**src/rtl/core/rxs_pkg.sv**
```systemverilog
// ----------------------------------------------------------------------------
// rxs_pkg: shared types and helpers for the record exchange sorter
// Record layout, controller states, the command group from the controller to
// the datapath, and the name cleanup function.
// ----------------------------------------------------------------------------
package rxs_pkg;

  localparam int ID_W            = 27;
  localparam int GRADE_W         = 4;
  localparam int NAME_W          = 64;
  localparam int SUM_W           = GRADE_W + 1;
  localparam int DEF_MAX_RECORDS = 64;
  localparam int DEF_NAME_CHARS  = 16;

  typedef struct packed {
    logic [ID_W-1:0]    id;
    logic [GRADE_W-1:0] grade_a;
    logic [GRADE_W-1:0] grade_b;
    logic [NAME_W-1:0]  head;
    logic [NAME_W-1:0]  tail;
  } rec_t;

  typedef enum logic [2:0] {
    ST_LOAD,
    ST_SORT_START,
    ST_SORT_HOLD,
    ST_SORT_CMP,
    ST_SORT_PUT,
    ST_EMIT_RD,
    ST_EMIT_LD,
    ST_EMIT_WAIT
  } rxs_state_t;

  typedef enum logic {
    WSEL_INPUT,
    WSEL_HELD
  } wsel_t;

  typedef struct packed {
    logic  wr_en;
    wsel_t wsel;
    logic  held_ld;
    logic  out_ld;
    logic  out_end;
    logic  out_drop;
  } cmd_t;

  // Zeroes every character after the first zero character and every
  // character beyond the configured name length.
  function automatic logic [2*NAME_W-1:0] name_clean(
    input logic [NAME_W-1:0] head,
    input logic [NAME_W-1:0] tail,
    input int                chars
  );
    logic [2*NAME_W-1:0] word;
    logic [2*NAME_W-1:0] res;
    logic                alive;
    word  = {head, tail};
    res   = '0;
    alive = 1'b1;
    for (int k = 0; k < 2*NAME_W/8; k++) begin
      alive = alive && (word[2*NAME_W-1-8*k -: 8] != 8'd0) && (k < chars);
      if (alive) begin
        res[2*NAME_W-1-8*k -: 8] = word[2*NAME_W-1-8*k -: 8];
      end
    end
    return res;
  endfunction

endpackage

```
**src/rtl/core/rxs_ctrl.sv**
```systemverilog
// ----------------------------------------------------------------------------
// rxs_ctrl: sequencer for load, exchange sort and emit
// Owns the record count, overflow flag and the sort and emit indexes, and
// issues memory and register commands to the datapath.
// ----------------------------------------------------------------------------
module rxs_ctrl
  import rxs_pkg::*;
#(
  parameter int MAX_RECORDS = DEF_MAX_RECORDS,
  localparam int AW         = $clog2(MAX_RECORDS),
  localparam int CW         = $clog2(MAX_RECORDS + 1)
) (
  input  logic          clk,
  input  logic          rst,
  input  logic          in_valid,
  output logic          in_stall,
  input  logic          is_last,
  output logic          out_valid,
  input  logic          out_stall,
  input  logic          swap,
  output cmd_t          cmd,
  output logic [AW-1:0] wr_addr,
  output logic [AW-1:0] rd_addr
);

  rxs_state_t    state, state_next;
  logic [CW-1:0] count, count_next;
  logic          overflow, overflow_next;
  logic [AW-1:0] idx_i, idx_i_next;
  logic [AW-1:0] idx_j, idx_j_next;
  logic [AW-1:0] idx_k, idx_k_next;
  logic [CW-1:0] count_m1;
  logic [AW-1:0] last_idx;

  assign count_m1  = count - 1'b1;
  assign last_idx  = count_m1[AW-1:0];
  assign in_stall  = (state != ST_LOAD);
  assign out_valid = (state == ST_EMIT_WAIT);

  always_ff @(posedge clk) begin
    if (rst) begin
      state    <= ST_LOAD;
      count    <= '0;
      overflow <= 1'b0;
    end else begin
      state    <= state_next;
      count    <= count_next;
      overflow <= overflow_next;
    end
  end

  always_ff @(posedge clk) begin
    idx_i <= idx_i_next;
    idx_j <= idx_j_next;
    idx_k <= idx_k_next;
  end

  always_comb begin
    state_next    = state;
    count_next    = count;
    overflow_next = overflow;
    idx_i_next    = idx_i;
    idx_j_next    = idx_j;
    idx_k_next    = idx_k;
    cmd           = '0;
    wr_addr       = '0;
    rd_addr       = '0;
    unique case (state)
      ST_LOAD: begin
        if (in_valid) begin
          if (count < CW'(MAX_RECORDS)) begin
            cmd.wr_en  = 1'b1;
            cmd.wsel   = WSEL_INPUT;
            wr_addr    = count[AW-1:0];
            count_next = count + 1'b1;
          end else begin
            overflow_next = 1'b1;
          end
          if (is_last) begin
            state_next = ST_SORT_START;
          end
        end
      end
      ST_SORT_START: begin
        idx_i_next = '0;
        idx_k_next = '0;
        if (count < CW'(2)) begin
          state_next = ST_EMIT_RD;
        end else begin
          rd_addr    = '0;
          state_next = ST_SORT_HOLD;
        end
      end
      ST_SORT_HOLD: begin
        cmd.held_ld = 1'b1;
        rd_addr     = idx_i + 1'b1;
        idx_j_next  = idx_i + 1'b1;
        state_next  = ST_SORT_CMP;
      end
      ST_SORT_CMP: begin
        if (swap) begin
          cmd.wr_en   = 1'b1;
          cmd.wsel    = WSEL_HELD;
          cmd.held_ld = 1'b1;
          wr_addr     = idx_j;
        end
        if (idx_j == last_idx) begin
          state_next = ST_SORT_PUT;
        end else begin
          idx_j_next = idx_j + 1'b1;
          rd_addr    = idx_j + 1'b1;
        end
      end
      ST_SORT_PUT: begin
        cmd.wr_en = 1'b1;
        cmd.wsel  = WSEL_HELD;
        wr_addr   = idx_i;
        if (idx_i + 1'b1 == last_idx) begin
          idx_k_next = '0;
          state_next = ST_EMIT_RD;
        end else begin
          idx_i_next = idx_i + 1'b1;
          rd_addr    = idx_i + 1'b1;
          state_next = ST_SORT_HOLD;
        end
      end
      ST_EMIT_RD: begin
        rd_addr    = idx_k;
        state_next = ST_EMIT_LD;
      end
      ST_EMIT_LD: begin
        cmd.out_ld   = 1'b1;
        cmd.out_end  = (idx_k == last_idx);
        cmd.out_drop = overflow;
        state_next   = ST_EMIT_WAIT;
      end
      ST_EMIT_WAIT: begin
        if (!out_stall) begin
          if (idx_k == last_idx) begin
            count_next    = '0;
            overflow_next = 1'b0;
            state_next    = ST_LOAD;
          end else begin
            idx_k_next = idx_k + 1'b1;
            rd_addr    = idx_k + 1'b1;
            state_next = ST_EMIT_LD;
          end
        end
      end
      default: begin
        state_next = ST_LOAD;
      end
    endcase
  end

endmodule

```
**config.mk**
```make
export PLATFORM = sky130hd
export DESIGN_NAME = rxs_ctrl
export DESIGN_NICKNAME = d
export VERILOG_FILES = /design/src/rtl/core/rxs_pkg.sv /design/src/rtl/core/rxs_ctrl.sv
export SDC_FILE = /design/constraint.sdc
export NUM_CORES = 1
export LEC_CHECK = 0
export ABC_CLOCK_PERIOD_IN_PS = 3800
export BUFFER_PORTS_ARGS = -buffer_cell sky130_fd_sc_hd__buf_2
export CORE_ASPECT_RATIO = 0.5
export CORE_MARGIN = 2
export CORE_UTILIZATION = 40
export DETAILED_ROUTE_END_ITERATION = 8
export PLACE_DENSITY_LB_ADDON = 0.12
export SLEW_MARGIN = 10
export SYNTH_ARGS = -nofsm -noshare
export SYNTH_HDL_FRONTEND = slang
export SYNTH_SLANG_ARGS = --single-unit
```
**constraint.sdc**
```tcl
create_clock -name clk -period 3.8 [get_ports clk]
set_clock_uncertainty 0.1 [all_clocks]
set_input_delay 1.14 -clock clk [delete_from_list [all_inputs] [get_ports clk]]
set_output_delay 1.14 -clock clk [all_outputs]
set_load 0.005 [all_outputs]
```
==> impl_metrics.py <==
metrics = {
    "status": {
        "outcome": "finished clean",
    },
    "routing": {
        "via_count": 2161,
        "postRouteAntennaNets": 0,
        "wl_mm": 7.00,
        "wl_per_cell_um": 18.7,
        "via_per_inst": 5.76,
        "first_iter_violations": 204,
        "route.detailed.drc": 0,
        "firstDrtPassIters": 7,
    },
    "grt": {
        "grt_max_degree": 20,
        "antenna_found_initial": 0,
        "overflow": 0,
        "grt_pass1_vias": 1885,
        "grt_pass1_wl_mm": 10.5,
        "grt_use_total_pct": 21.5,
    },
    "cells_and_area": {
        "nNetsFinal": 312,
        "drive_gt1_share_pct": 30.8,
        "final_util_pct": 54.1,
        "diodes": 0,
        "final_cell_area_um2": 2980,
        "areaGrowthSynthToFinish_pct": 29.5,
    },
    "power": {
        "powerDensity_nw_per_um2": 408,
        "totalPowerFinal_mw": 1.22,
        "max-vdd-ir-drop_mv": 0.188,
        "p_leak_nw": 1.28,
    },
    "setup_path": {
        "path_cells": "buf_6, nor3_4, nor3b_4, xnor2_2, xnor2_1, a41o_1, a21oi_1, a221o_1, buf_2",
        "arrival_ps": 2520,
        "cp.required_ps": 2560,
        "cp-start-kind": "flop",
        "cp_slowest_cell": "a221o_1",
        "path_max_fanout": 5,
        "setup.worst_path.class": "reg -> out",
        "cp-end-kind": "output port",
        "critPathMaxStageDelay_ps": 330,
    },
    "synth": {
        "yosys_warnings": 0,
        "ys.flop_type": "edfxtp_1",
        "synth_cells": 253,
        "synth.area.top_cells": "edfxtp_1 23%, dfxtp_1 9.6%, xnor2_1 9.1%, nor2_1 5.5%, xor2_1 5.3%",
        "yosysSeqAreaShare_pct": 33.0,
        "synthTopCellsByCount": "34 x nor2_1, 24 x xnor2_1, 18 x edfxtp_1, 14 x nand3_1, 14 x xor2_1",
        "synth_top_family_by_area": "simple AND/OR/NAND/NOR gates",
        "async_flop_share_pct": 0,
        "synthMuxAreaShare_pct": 2.23,
        "synth_compound_area_share_pct": 16.3,
        "syn-mean-instance-area_um2": 9.10,
        "synth-adder-area-share_pct": 2.72,
        "synth_edf_count": 18,
        "synthMostInstantiatedCell": "nor2_1",
        "yosys.area.top_type": "edfxtp_1",
        "synth_top_area_share_pct": 23.5,
        "synth_xor_area_share_pct": 16.4,
        "synth_nets": 264,
        "synth.cell_area_um2": 2300,
        "yosys.area_share.simple_pct": 24.0,
        "ys_ff_latch": 29,
        "post_synth_num_cell_types": 56,
    },
    "placed_design": {
        "place_hpwl_mm": 5.09,
        "gp_congestion": 0.919,
        "placement.cell_area_um2": 2530,
        "portBuffers": 25,
    },
    "clocking": {
        "cts_num_sinks": 29,
        "htreeDepth": 2,
        "clock_path_buffers": 2,
        "numCtsBuffers": 5,
        "ctsHoldBuffers": 0,
        "cts_root_buffer": "clkbuf_16",
        "clk_latency_ps": 280,
        "cts_tree": "yes",
        "clk_pin_slew_ps": 50,
    },
    "flow_run": {
        "drv_cap": 0,
    },
    "timing": {
        "fmax_mhz": 266,
        "relSlewSlack_pct": 46.9,
        "whs_ps": 382,
        "hold_viol_final": 0,
        "tightest_slew_ps": 796,
        "setup_viol": 0,
        "finalCriticalPeriod_ps": 3760,
        "finalCritPeriodShare_pct": 98.9,
        "slew_viol_final": 0,
    },
    "floorplanning": {
        "die_h_um": 57.7,
        "dieArea_um2": 6420,
        "die_width_um": 111,
        "rows": 19,
        "start_util_pct": 41.8,
        "pin_count": 26,
        "coreArea_um2": 5520,
    },
    "worst_hold_path": {
        "hp-class": "reg -> reg",
    },
}
[final cells by class]
type | count | area [um2]
flip-flops and latches | 29 | 764
fillers | 522 | 2530
multi-input cells | 199 | 1570
well taps | 73 | 91.3
clock inverters | 2 | 33.8
repair buffers | 54 | 354
inverters | 12 | 45.0
clock buffers | 6 | 129
[layer usage]
metal / vias up / track usage [%] / share of wire [%]
met5: - / 0 / 0
met4: 0 / 3.88 / 0.97
met3: 11 / 5.02 / 9.8
met2: 95 / 28.9 / 41
met1: 1037 / 34.8 / 48
li1: 1018 / - / -
[per-stage QoR]
step / setup slack, ps / setup TNS, ps / std cells
final: 42.2 / 0 / 375
after global routing: -32.6 / -80.9 / 375
after floorplan: 430 / 0 / 253
after global placement: -207 / -673 / 350
after CTS: 6.77 / 0 / 361
after detailed placement: -187 / -658 / 350
[registers in the layout, summed over array words and instances (netlist names)]
signal and cells:
count 7, overflow 1, idx_j 6, idx_i 6, idx_k 6, state 3
[critical path: cells and delay by family, from the launching register on]
kind | cells | cell delay (ps)
xor+xnor | 2 | 440
simple gates | 2 | 520
compound gates | 3 | 700
buf+inv | 2 | 260
flops | 1 | 320
[final timing paths]
path                               start  slack [ps]    endpoint  cells after the start
worst max-delay path            count[1]          40  rd_addr[1]                      9
worst min-delay path            overflow         380    overflow                      2
worst max register to register  count[1]         810    idx_k[4]                     10
worst min register to register  overflow         380    overflow                      2
[cell usage in the layout, fill, tap and decap left out, types with 2 or more instances in the layout]
cell	n
edfxtp_1	18
nand3_1	14
nor3_2	2
ha_1	3
xnor2_4	2
nand2_1	12
buf_4	26
or2_2	2
o311ai_1	2
nor3b_1	2
a22oi_2	3
o311ai_2	2
nand2b_1	5
and3_1	6
xnor3_1	2
dfxtp_2	3
buf_6	3
clkbuf_16	5
a222oi_1	7
or3_1	3
nor2b_1	2
nor2_1	34
and2_1	2
nor3_1	4
dfxtp_1	8
a21oi_1	9
xor2_1	13
a311oi_1	2
buf_2	25
inv_1	11
xnor2_2	3
o21ai_0	5
xnor2_1	19
nor3b_4	2
a31oi_1	2
mux2i_1	4
o211ai_1	2
[logic make-up after synthesis]
logic type,after synthesis
AOI/OAI and AO/OA,50
adders and majority gates,5
DFF,29
xor gates and xnor gates,40
buffers and inverters,25
muxes,5
and+or+nand+nor,99
[where the power goes]
part	leakage, nW	switching, mW	internal [mW]
combinational	0.937	0.190	0.181
sequential	0.261	0.0360	0.361
clock	0.0785	0.141	0.307
total	1.28	0.368	0.849
[repair_timing]
item | CTS | global route
setup buffers | 3 | 14
pin swaps | 4 | 16
gates resized for setup | 4 | 29
endpoints found under the setup margin | 6 | 6
Note: power is estimated with default switching activity, not from simulation.
